<file path="src/design/swm_pkg.sv">
`timescale 1ns / 1ps
`default_nettype none

package swm_pkg;

    // Capacity of the pattern store, in bytes.
    localparam int PAT_MAX = 32;
    // Width of a pattern length or a position index (0..PAT_MAX).
    localparam int LEN_W = $clog2(PAT_MAX + 1);
    // Number of prefix levels that close a position set over stars.
    localparam int CLOSE_LEVELS = $clog2(PAT_MAX + 1);

    localparam logic [7:0] STAR_CODE = 8'd42;

    typedef enum logic
    {
        REQ_PATTERN = 1'b0,
        REQ_TEXT    = 1'b1
    } req_type_t;

    typedef struct packed
    {
        req_type_t  req_type;
        logic [7:0] char_code;
        logic       no_char;
        logic       last;
    } swm_item_t;

    typedef struct packed
    {
        logic pattern_overflow;
        logic matched;
    } swm_result_t;

endpackage

`default_nettype wire

</file>
<file path="src/design/swm_closure.sv">
`timescale 1ns / 1ps
`default_nettype none

// Closes a set of pattern positions over stars: a star at position p that is
// in the set pulls position p+1 in as well. Built as a parallel prefix, where
// a set bit generates and a star in front of a position propagates into it.
module swm_closure
(
    input  wire logic [swm_pkg::PAT_MAX:0]   seed,
    input  wire logic [swm_pkg::PAT_MAX-1:0] star,
    output logic      [swm_pkg::PAT_MAX:0]   closed
);
    import swm_pkg::*;

    logic [PAT_MAX:0] gen_lvl [0:CLOSE_LEVELS];
    logic [PAT_MAX:0] prop_lvl [0:CLOSE_LEVELS];

    assign gen_lvl[0]  = seed;
    assign prop_lvl[0] = {star, 1'b0};

    for (genvar l = 0; l < CLOSE_LEVELS; l++)
    begin : g_level
        localparam int DIST = 1 << l;
        for (genvar i = 0; i <= PAT_MAX; i++)
        begin : g_bit
            if (i >= DIST)
            begin : g_combine
                assign gen_lvl[l+1][i] = gen_lvl[l][i]
                                       | (prop_lvl[l][i] & gen_lvl[l][i-DIST]);
                assign prop_lvl[l+1][i] = prop_lvl[l][i] & prop_lvl[l][i-DIST];
            end
            else
            begin : g_pass
                assign gen_lvl[l+1][i]  = gen_lvl[l][i];
                assign prop_lvl[l+1][i] = prop_lvl[l][i];
            end
        end
    end

    assign closed = gen_lvl[CLOSE_LEVELS];

endmodule

`default_nettype wire

</file>
<file path="src/design/swm_engine.sv">
`timescale 1ns / 1ps
`default_nettype none

// Pattern store and active-position state. One item is applied per cycle
// when step is high; the result of a text item is valid in the same cycle.
module swm_engine
(
    input  wire logic                clk,
    input  wire logic                rst_n,
    input  wire logic                step,
    input  wire swm_pkg::swm_item_t  item,
    output swm_pkg::swm_result_t     result
);
    import swm_pkg::*;

    logic [7:0]       chr_reg [0:PAT_MAX-1];
    logic [PAT_MAX-1:0] star_reg;
    logic [LEN_W-1:0] len_reg;
    logic             loading_reg;
    logic             ovf_reg;
    logic [PAT_MAX:0] active_reg;
    // Closure of position zero for the stored pattern, kept up to date as
    // the pattern loads so a restart costs nothing.
    logic [PAT_MAX:0] cl0_reg;

    logic [LEN_W-1:0]   load_base;
    logic               ovf_base;
    logic [PAT_MAX:0]   cl0_base;
    logic [PAT_MAX:0]   cl0_ext;
    logic [PAT_MAX:0]   cl0_next;
    logic               is_star_c;
    logic               store_full;
    logic               wr_en;
    logic [PAT_MAX-1:0] valid_mask;
    logic [PAT_MAX-1:0] star_v;
    logic [PAT_MAX-1:0] lit_match;
    logic [PAT_MAX:0]   act;
    logic [PAT_MAX:0]   seed;
    logic [PAT_MAX:0]   adv;
    logic [PAT_MAX:0]   cur;
    logic               is_pattern;

    assign is_pattern = (item.req_type == REQ_PATTERN);
    assign is_star_c  = (item.char_code == STAR_CODE);

    // A pattern item that finds no load in progress starts a fresh pattern.
    assign load_base  = loading_reg ? len_reg : '0;
    assign ovf_base   = loading_reg & ovf_reg;
    assign cl0_base   = loading_reg ? cl0_reg : (PAT_MAX + 1)'(1);
    assign store_full = (load_base == LEN_W'(PAT_MAX));
    assign wr_en      = step & is_pattern & ~item.no_char & ~store_full;

    always_comb
    begin
        cl0_ext = '0;
        for (int p = 0; p < PAT_MAX; p++)
        begin
            cl0_ext[p+1] = (load_base == LEN_W'(p)) & cl0_base[p] & is_star_c
                         & ~item.no_char;
        end
    end

    assign cl0_next = cl0_base | cl0_ext;

    always_comb
    begin
        for (int p = 0; p < PAT_MAX; p++)
        begin
            valid_mask[p] = (LEN_W'(p) < len_reg);
            star_v[p]     = valid_mask[p] & star_reg[p];
            lit_match[p]  = valid_mask[p] & ~star_reg[p] & (chr_reg[p] == item.char_code);
        end
    end

    // A text item arriving mid-load ends the pattern first.
    assign act = loading_reg ? cl0_reg : active_reg;

    always_comb
    begin
        seed = '0;
        for (int q = 0; q <= PAT_MAX; q++)
        begin
            if (q < PAT_MAX)
            begin
                seed[q] = seed[q] | (act[q] & star_v[q]);
            end
            if (q > 0)
            begin
                seed[q] = seed[q] | (act[q-1] & lit_match[q-1]);
            end
        end
    end

    swm_closure u_closure
    (
        .seed   (seed),
        .star   (star_v),
        .closed (adv)
    );

    assign cur = item.no_char ? act : adv;

    assign result.matched          = cur[len_reg];
    assign result.pattern_overflow = ovf_reg;

    always_ff @(posedge clk)
    begin
        for (int p = 0; p < PAT_MAX; p++)
        begin
            if (wr_en && (load_base == LEN_W'(p)))
            begin
                chr_reg[p]  <= item.char_code;
                star_reg[p] <= is_star_c;
            end
        end
    end

    always_ff @(posedge clk or negedge rst_n)
    begin
        if (!rst_n)
        begin
            len_reg     <= '0;
            loading_reg <= 1'b0;
            ovf_reg     <= 1'b0;
            active_reg  <= (PAT_MAX + 1)'(1);
            cl0_reg     <= (PAT_MAX + 1)'(1);
        end
        else if (step)
        begin
            if (is_pattern)
            begin
                len_reg     <= wr_en ? LEN_W'(load_base + 1'b1) : load_base;
                ovf_reg     <= ovf_base | (~item.no_char & store_full);
                loading_reg <= ~item.last;
                cl0_reg     <= cl0_next;
                if (item.last)
                begin
                    active_reg <= cl0_next;
                end
            end
            else
            begin
                loading_reg <= 1'b0;
                active_reg  <= item.last ? cl0_reg : cur;
            end
        end
    end

    a_len_in_range: assert property (@(posedge clk) disable iff (!rst_n)
        len_reg <= LEN_W'(PAT_MAX))
        else $error("pattern length beyond store capacity");

    a_cl0_has_start: assert property (@(posedge clk) disable iff (!rst_n)
        cl0_reg[0])
        else $error("restart set lost position zero");

    a_ovf_only_when_full: assert property (@(posedge clk) disable iff (!rst_n)
        ovf_reg |-> (len_reg == LEN_W'(PAT_MAX)))
        else $error("overflow flagged with room left in the store");

    a_text_ends_load: assert property (@(posedge clk) disable iff (!rst_n)
        (step && !is_pattern) |=> !loading_reg)
        else $error("pattern still loading after a text item");

    a_pattern_end_restarts: assert property (@(posedge clk) disable iff (!rst_n)
        (step && is_pattern && item.last) |=> (active_reg == cl0_reg))
        else $error("active set not restarted at pattern end");

endmodule

`default_nettype wire

</file>
<file path="src/design/star_wildcard_matcher.sv">
`timescale 1ns / 1ps
`default_nettype none

// Whole-string glob matcher where '*' matches any run of bytes, the empty
// run included, and every other byte matches only itself. Load a pattern
// with items of kind pattern (tuser low), closing it with tlast; then stream
// text items (tuser high) and the item with tlast yields one result with
// the match flag and an overflow flag for patterns longer than 32 bytes.
// An item with no_char set ends an empty pattern or text. The block takes
// one item every cycle, pattern or text, as long as the result side keeps
// up; a final text item that finds the result register still occupied
// stalls the input until that result is taken. Each item waits in an input
// register; the result of a final text item is registered to drive m_tvalid.
// The rate is set by the combinational update of the 33-bit active-position
// vector, which compares the byte against all stored positions in parallel
// and closes the set over stars with a six-level prefix network.
module star_wildcard_matcher
(
    input  wire logic        clk,
    input  wire logic        rst_n,
    input  wire logic        s_tvalid,
    output logic             s_tready,
    input  wire logic [15:0] s_tdata,   // char_code[7:0], no_char[8], zero pad
    input  wire logic        s_tuser,   // req_type
    input  wire logic        s_tlast,
    output logic             m_tvalid,
    input  wire logic        m_tready,
    output logic [7:0]       m_tdata    // matched[0], pattern_overflow[1], zero pad
);
    import swm_pkg::*;

    logic        in_valid_reg;
    swm_item_t   item_reg;
    swm_item_t   item_next;
    logic        out_valid_reg;
    swm_result_t out_data_reg;
    swm_result_t result;
    logic        gives_result;
    logic        out_free;
    logic        fire;

    assign item_next.req_type  = req_type_t'(s_tuser);
    assign item_next.char_code = s_tdata[7:0];
    assign item_next.no_char   = s_tdata[8];
    assign item_next.last      = s_tlast;

    assign gives_result = (item_reg.req_type == REQ_TEXT) & item_reg.last;
    assign out_free     = ~out_valid_reg | m_tready;
    assign fire         = in_valid_reg & (~gives_result | out_free);
    assign s_tready     = ~in_valid_reg | fire;

    always_ff @(posedge clk or negedge rst_n)
    begin
        if (!rst_n)
        begin
            in_valid_reg <= 1'b0;
        end
        else if (s_tvalid && s_tready)
        begin
            in_valid_reg <= 1'b1;
        end
        else if (fire)
        begin
            in_valid_reg <= 1'b0;
        end
    end

    always_ff @(posedge clk)
    begin
        if (s_tvalid && s_tready)
        begin
            item_reg <= item_next;
        end
    end

    swm_engine u_engine
    (
        .clk    (clk),
        .rst_n  (rst_n),
        .step   (fire),
        .item   (item_reg),
        .result (result)
    );

    always_ff @(posedge clk or negedge rst_n)
    begin
        if (!rst_n)
        begin
            out_valid_reg <= 1'b0;
        end
        else if (fire && gives_result)
        begin
            out_valid_reg <= 1'b1;
        end
        else if (m_tready)
        begin
            out_valid_reg <= 1'b0;
        end
    end

    always_ff @(posedge clk)
    begin
        if (fire && gives_result)
        begin
            out_data_reg <= result;
        end
    end

    assign m_tvalid = out_valid_reg;
    assign m_tdata  = {6'b0, out_data_reg.pattern_overflow, out_data_reg.matched};

endmodule

`default_nettype wire

</file>
<file path="config.mk">
export PLATFORM = sky130hd
export DESIGN_NAME = star_wildcard_matcher
export DESIGN_NICKNAME = d
export VERILOG_FILES = /design/src/design/swm_pkg.sv /design/src/design/swm_closure.sv /design/src/design/swm_engine.sv /design/src/design/star_wildcard_matcher.sv
export SDC_FILE = /design/constraint.sdc
export NUM_CORES = 1
export LEC_CHECK = 0
export BUFFER_PORTS_ARGS = -buffer_cell sky130_fd_sc_hd__buf_4
export CELL_PAD_IN_SITES_DETAIL_PLACEMENT = 0
export CELL_PAD_IN_SITES_GLOBAL_PLACEMENT = 1
export CORE_MARGIN = 2
export CORE_UTILIZATION = 35
export CTS_BUF_LIST = sky130_fd_sc_hd__clkbuf_8 sky130_fd_sc_hd__clkbuf_16
export CTS_CLUSTER_DIAMETER = 80
export DETAILED_ROUTE_END_ITERATION = 8
export PLACE_DENSITY = 0.57
export SYNTH_ARGS = -nofsm -noshare
export SYNTH_HDL_FRONTEND = slang
export SYNTH_HIERARCHICAL = 1
export SYNTH_SLANG_ARGS = --single-unit
</file>
<file path="constraint.sdc">
create_clock -name clk -period 4.6 [get_ports clk]
set_clock_uncertainty 0.05 [all_clocks]
set_input_delay 0.69 -clock clk [delete_from_list [all_inputs] [get_ports clk]]
set_output_delay 0.69 -clock clk [all_outputs]
set_load 0.03 [all_outputs]
</file>
==> results by group, run 1 <==
Outcome
  – Status: completed

Floorplanning
  – Initial core utilization: 35.5%
  – DIE HEIGHT: 238 um
  – Placeable Area: 0.0540 mm^2
  – Rows: 85
  – Die Span X: 238 um
  – # IOs: 32
  – Die Area: 0.0567 mm^2

Setup path
  – Element type at the critical path end: register
  – Worst Reg-to-Reg Cells: 18
  – Crit path arrival time: 4.68 ns
  – CP peak stage delay: 0.45 ns
  – Setup CP Type: reg2reg
  – Required time worst endpoint: ~4.9 ns
  – Startpoint Class: register
  – Crit path cell chain: or3_1, a21oi_1, nor2_1, buf_4, a22o_1, a21o_1, a31o_2, a21o_4, a21oi_4, o21bai_1, a21o_1, a21o_1, mux4_2, nand3_1, nand3_2, nor4_2, buf_4, nand4_1
  – Most frequent CP cell: a21o_1
  – CP max stage cell: dfrtp_2
  – Critical path peak fanout: 6

Power
  – Peak supply drop: 0.261 mV
  – Total power: 8.34 mW
  – Power Density: 354 mW/mm^2
  – Sequential Power Share: a little under half
  – Sw Ratio: 27.5%
  – P_leak: 8.58 nW
  – Comb pwr share: 15.4%
  – Net switching power figure: 2.29 mW
  – Internal Pwr Total: 6.04 mW
  – Clock Power Share: 39.5%

Final layout
  – Layout cells sized above 1: 21.6%
  – Max FFs per register: 256
  – Inserted Diodes: 0
  – Fin cells: 2,598
  – Final Core Density: about 44%
  – Fill count: 5,094
  – Most common cell after layout, fill and taps aside: edfxtp_1
  – Commonest non-fill, non-tap cells in the layout: 301 x edfxtp_1, 259 x buf_4, 163 x xnor2_1
  – Area delta synth->final: 22.6%
  – Final net count: 1,893

Logic synthesis
  – Cell taking the most area after synthesis: edfxtp_1
  – FFs w/ async S/R, synth: 20.2%
  – Synth top area share: 47.1%
  – Synth Flop Type: edfxtp_1
  – Post-synth EDFFs: 301
  – FF+latch count, synth: approximately 380
  – Cell count after synthesis: 1,657
  – Synth top area cells: edfxtp_1 47%, dfrtp_1 9.6%, xnor2_1 7.4%, xor2_1 4.4%, nor2_1 2.4%
  – Mapped Area: between 0.015 and 0.02 mm^2
  – Cell variety after synth: 82
  – Post-synthesis sequential area ratio: 57.0%
  – Post-Syn Area per Cell: 11.6 um^2
  – Ys Warns: 6

Placement
  – Hpwl dp: 41.0 mm
  – Placed Instances: between 2k and 3k
  – RD Place Congestion: 0.903
  – Port Buf Inserts: 18

Timing
  – Count of final setup violators: 0
  – Fmax: 226 MHz
  – Max transition margin: 43.7%
  – Worst-margin pin slew: between 0.8 and 0.9 ns
  – Period utilisation layout: 96.3%
  – Fin. Hold Viols: 0
  – Tmin final: 4.43 ns
  – Max-slew violation count: 0

Route
  – Drt total wl: roughly 59 mm
  – Antenna viol nets, final: 0
  – Met2 routed WL: 25.7 mm
  – Starting DRT DRC Count: ~1.2k
  – M1 WL: 29.1 mm
  – Drt first pass iters: 5
  – Via count: 14.1k
  – Max Used Layer: met4
  – Met3 wire len: 2.91 mm
  – Residual DRC: 0
  – Drt via density: approximately 5.4
  – Wire per inst: 22.7 um

Clock network
  – Clock Sinks: approximately 380
  – Clk buf depth: 3
  – Clock transition at path regs: 0.06 ns
  – CTS tree: done
  – TritonCTS buffer count: 44
  – Root Driver: clkbuf_16
  – Worst-Skew Late Latency: 0.60 ns
  – H-tree Lvls: 2

GRT
  – Vias in the first global route: 13.5k
  – Total track usage: 20.7%
  – Global route overflow: 0
  – Initial antenna violation count: 1
  – First-pass GRT wire length: 88.7 mm
  – Largest net degree at the start of global routing: slightly below 70

Min path
  – HP Class: in2async

Job
  – Max-Cap Viols: 0
==> Yosys cell counts, types with 39 or more instances <==
master / n
nor4_1: 39
clkbuf_1: 75
xor2_1: 97
nand2_1: 108
nor2_1: 125
xnor2_1: 163
a21o_1: 42
edfxtp_1: 301
dfrtp_1: 74
nand4_1: 50
a21oi_1: 76
o21ai_0: 66
==> power groups by stage <==
stage | combinational [mW] | clock (mW) | sequential [mW]
after global routing | 1.37 | 3.51 | 3.76
after global placement | 1.21 | 0 | 3.83
after CTS | 1.22 | 3.39 | 3.76
after floorplan | 0.636 | 0 | 3.84
after detailed placement | 1.21 | 0 | 3.83
final | 1.28 | 3.29 | 3.76
==> worst paths after layout <==
check                                  startpoint                 endpoint  slack, ns
min                                         rst_n  u_engine/active_reg[29]       0.13
max in group asynchronous                   rst_n     u_engine/cl0_reg[27]       3.51
min in group clk                          s_tlast              item_reg[0]       0.21
min reg2reg                u_engine/active_reg[0]   u_engine/active_reg[0]       0.43
max                           u_engine/len_reg[3]               m_tdata[0]       0.17
max reg2reg                   u_engine/len_reg[3]               m_tdata[0]       0.17
==> repair_timing <==
item / in CTS / in global routing
resized for setup: 6 / 40
hold buffers: 0 / 0
buffers inserted: 0 / 14
setup endpoints to repair: 1 / 3
cloned: 0 / 2
pin swaps: 2 / 20
==> logic make-up (layout without fill, tap and decap cells) <==
family                    count (synthesis)  in the layout  share of synthesized area [%]
AOI/OAI and AO/OA                       374            374                           13.2
DFF                                     377            377                           57.0
muxes                                    46             46                           2.59
xor gates and xnor gates                260            260                           11.9
buffers and inverters                   132            372                           2.92
other                                     1              6                         0.0195
and+or+nand+nor                         467            467                           12.4
==> metal layers <==
layer	vias up	track usage (%)
met5	-	0
li1	6553	-
met1	7060	31.7
met4	0	5.81
met3	78	2.75
met2	398	30.6
==> final cells by class <==
| cell class | instances | area, um^2 | share of cell area (%) |
|---|---|---|---|
| clock buffer | 46 | 1130 | 4.80 |
| multi-input combinational | 1153 | 7900 | 33.6 |
| clock inverter | 31 | 225 | 0.957 |
| timing repair buffer | 286 | 2420 | 10.3 |
| tap | 696 | 871 | 3.70 |
| inverter | 9 | 33.8 | 0.144 |
| sequential | 377 | 11000 | 46.5 |
==> per-stage QoR <==
step                      hold slack [ns]  TNS [ns]  area [um^2]  worst slack [ns]
final                               0.129         0        23500             0.170
after global routing                0.194   -0.0161        23500           -0.0161
after CTS                           0.135         0        23200           0.00898
after detailed placement            0.419    -0.107        21800            -0.107
after global placement              0.415    -0.134        21800            -0.115
after floorplan                     0.344         0        19200           0.00666
==> worst max-delay path, delay by kind of cell (launching register included) <==
kind | cells | cell delay [ns]
flops | 1 | 0.45
simple gates | 6 | 1.10
compound gates | 9 | 1.77
buf+inv | 2 | 0.29
mux | 1 | 0.45
Note: power is estimated with default switching activity, not from simulation.
==> run 2: changes to the inputs <==
PLACE_DENSITY = default   (was 0.57)
PLACE_DENSITY_LB_ADDON = 0.1   (was default)
==> results by group, run 2 (same netlist as run 1, synthesis figures left out) <==
Setup path
  – Worst R2R Start: u_engine/loading_reg
  – Crit path cell chain: buf_6, buf_6, mux2i_1, buf_4, a21oi_4, nand4_1, nor4_2, a21o_1, a21o_1, a31o_4, a21o_4, a21oi_2, o21bai_1, a21o_1, a21o_1, mux4_2, nand3_1, nand3_2, nor4_2, buf_4, nand4_1
  – Critical path peak fanout: 5
  – Reg2reg setup slack: around 0.13 ns
  – Setup CP Type: reg2reg
  – Required time worst endpoint: approximately 4.8 ns
  – Most frequent CP cell: a21o_1
  – CP peak stage delay: 0.53 ns
  – Startpoint Class: register
  – Reg2Reg Capture Point: m_tdata[0]
  – Worst Reg-to-Reg Cells: 21
  – Element type at the critical path end: register
  – Crit path arrival time: between 4 and 5 ns
  – CP max stage cell: dfrtp_4

Clock network
  – CTS tree: done
  – H-tree Lvls: 2
  – Clock transition at path regs: 0.06 ns
  – Worst-Skew Late Latency: 0.59 ns
  – Root Driver: clkbuf_16
  – TritonCTS buffer count: 45
  – Clk buf depth: 3
  – Clock Sinks: between 300 and 400

Route
  – Starting DRT DRC Count: ~1.1k
  – Residual DRC: 0
  – Drt first pass iters: 5
  – Antenna viol nets, final: 0
  – Drt via density: 5.35
  – Wire per inst: 23.2 um
  – Via count: 13.9k
  – Drt total wl: 60.5 mm

GRT
  – Total track usage: 21.4%
  – Initial antenna violation count: 0
  – Global route overflow: 0
  – First-pass GRT wire length: 90.7 mm
  – Vias in the first global route: roughly 14k
  – Largest net degree at the start of global routing: 64

Final layout
  – Layout cells sized above 1: 21.7%
  – Fill count: between 5k and 6k
  – Final net count: approximately 1.9k
  – Final Core Density: 43.7%
  – Max FFs per register: 256
  – Inserted Diodes: 0
  – Commonest non-fill, non-tap cells in the layout: 301 x edfxtp_1, 265 x buf_4, 163 x xnor2_1
  – Area delta synth->final: 23.0%
  – Most common cell after layout, fill and taps aside: edfxtp_1

Timing
  – Fmax: 224 MHz
  – Count of final setup violators: 0
  – Period utilisation layout: a little over nine tenths
  – Final WS setup: 0.130 ns
  – Setup TNS Final: 0 ns
  – Hold slack final: 0.0568 ns
  – Worst-margin pin slew: 0.933 ns
  – Max-slew violation count: 0
  – Fin. Hold Viols: 0
  – Tmin final: 4.47 ns
  – Max transition margin: a little under two fifths
  – RSZ-0062 raised after global routing: yes

Power
  – Total power: between 8 and 9 mW
  – Power Density: ~360 mW/mm^2
  – Peak supply drop: 0.235 mV
  – P_leak: 8.65 nW

Placement
  – Hpwl dp: 42.1 mm
  – Port Buf Inserts: 18
  – RD Place Congestion: 0.901
  – Pre-CTS WS: -0.237 ns

Job
  – Max-Cap Viols: 0

Floorplanning
  – Die Area: 0.0567 mm^2
  – Rows: 85
  – Placeable Area: 0.0540 mm^2
  – Die Span X: about 240 um
  – # IOs: 32
  – Initial core utilization: 35.5%
  – DIE HEIGHT: 238 um

Outcome
  – Status: completed

Min path
  – HP Class: in2async
-- run 2: layout make-up --
cell class                 instances  area [um^2]  area share, %
multi-input combinational       1153         7890           33.4
sequential                       377        10900           46.4
clock inverter                    34          265           1.12
tap                              696          871           3.69
timing repair buffer             288         2420           10.3
inverter                           9         33.8          0.143
clock buffer                      48         1180           4.99
-- run 2: worst max path at each step --
stage | startpoint | depth (start not counted) | slack [ns] | end
5_1_grt | u_engine/loading_reg | 22 | -0.004 | m_tdata[0]
6_report | u_engine/loading_reg | 21 | 0.13 | m_tdata[0]
4_1_cts | u_engine/loading_reg | 20 | 0.01 | m_tdata[0]
2_1_floorplan | item_reg[4] | 19 | 0.007 | m_tdata[0]
3_3_place_gp | u_engine/len_reg[3] | 19 | -0.19 | m_tdata[0]
3_5_place_dp | u_engine/len_reg[3] | 18 | -0.24 | m_tdata[0]
-- run 2: routing by layer --
| metal | track usage, % | part of all wire [%] |
|---|---|---|
| met2 | 31.7 | 43 |
| met4 | 5.98 | 2.3 |
| met5 | 0 | 0 |
| met1 | 32.6 | 50 |
| met3 | 2.92 | 4.7 |
-- run 2: power by group --
| part | internal [mW] | switching (mW) |
|---|---|---|
| Sequential | 3.73 | 0.0383 |
| Clock | 2.03 | 1.48 |
| Combinational | 0.461 | 0.819 |
| Total | 6.22 | 2.34 |
-- run 2: critical path, delay by kind of cell, from the launching register on --
kind	cells	cell delay (ns)
buf+inv	4	0.60
flops	1	0.53
mux	2	0.62
compound gates	9	1.52
simple gates	6	0.84
-- run 2: metrics by stage --
| stage | cell area [um^2] | cells |
|---|---|---|
| after floorplan | 19200 | 1662 |
| after global placement | 21900 | 2506 |
| after detailed placement | 21900 | 2506 |
| after CTS | 23400 | 2593 |
| after global routing | 23600 | 2605 |
| final | 23600 | 2605 |
-- run 2: what timing repair did --
item | CTS | global route
pin swaps | 6 | 19
setup buffers | 5 | 12
hold buffers | 0 | 0
endpoints found under the setup margin | 1 | 5
gates resized for setup | 15 | 25
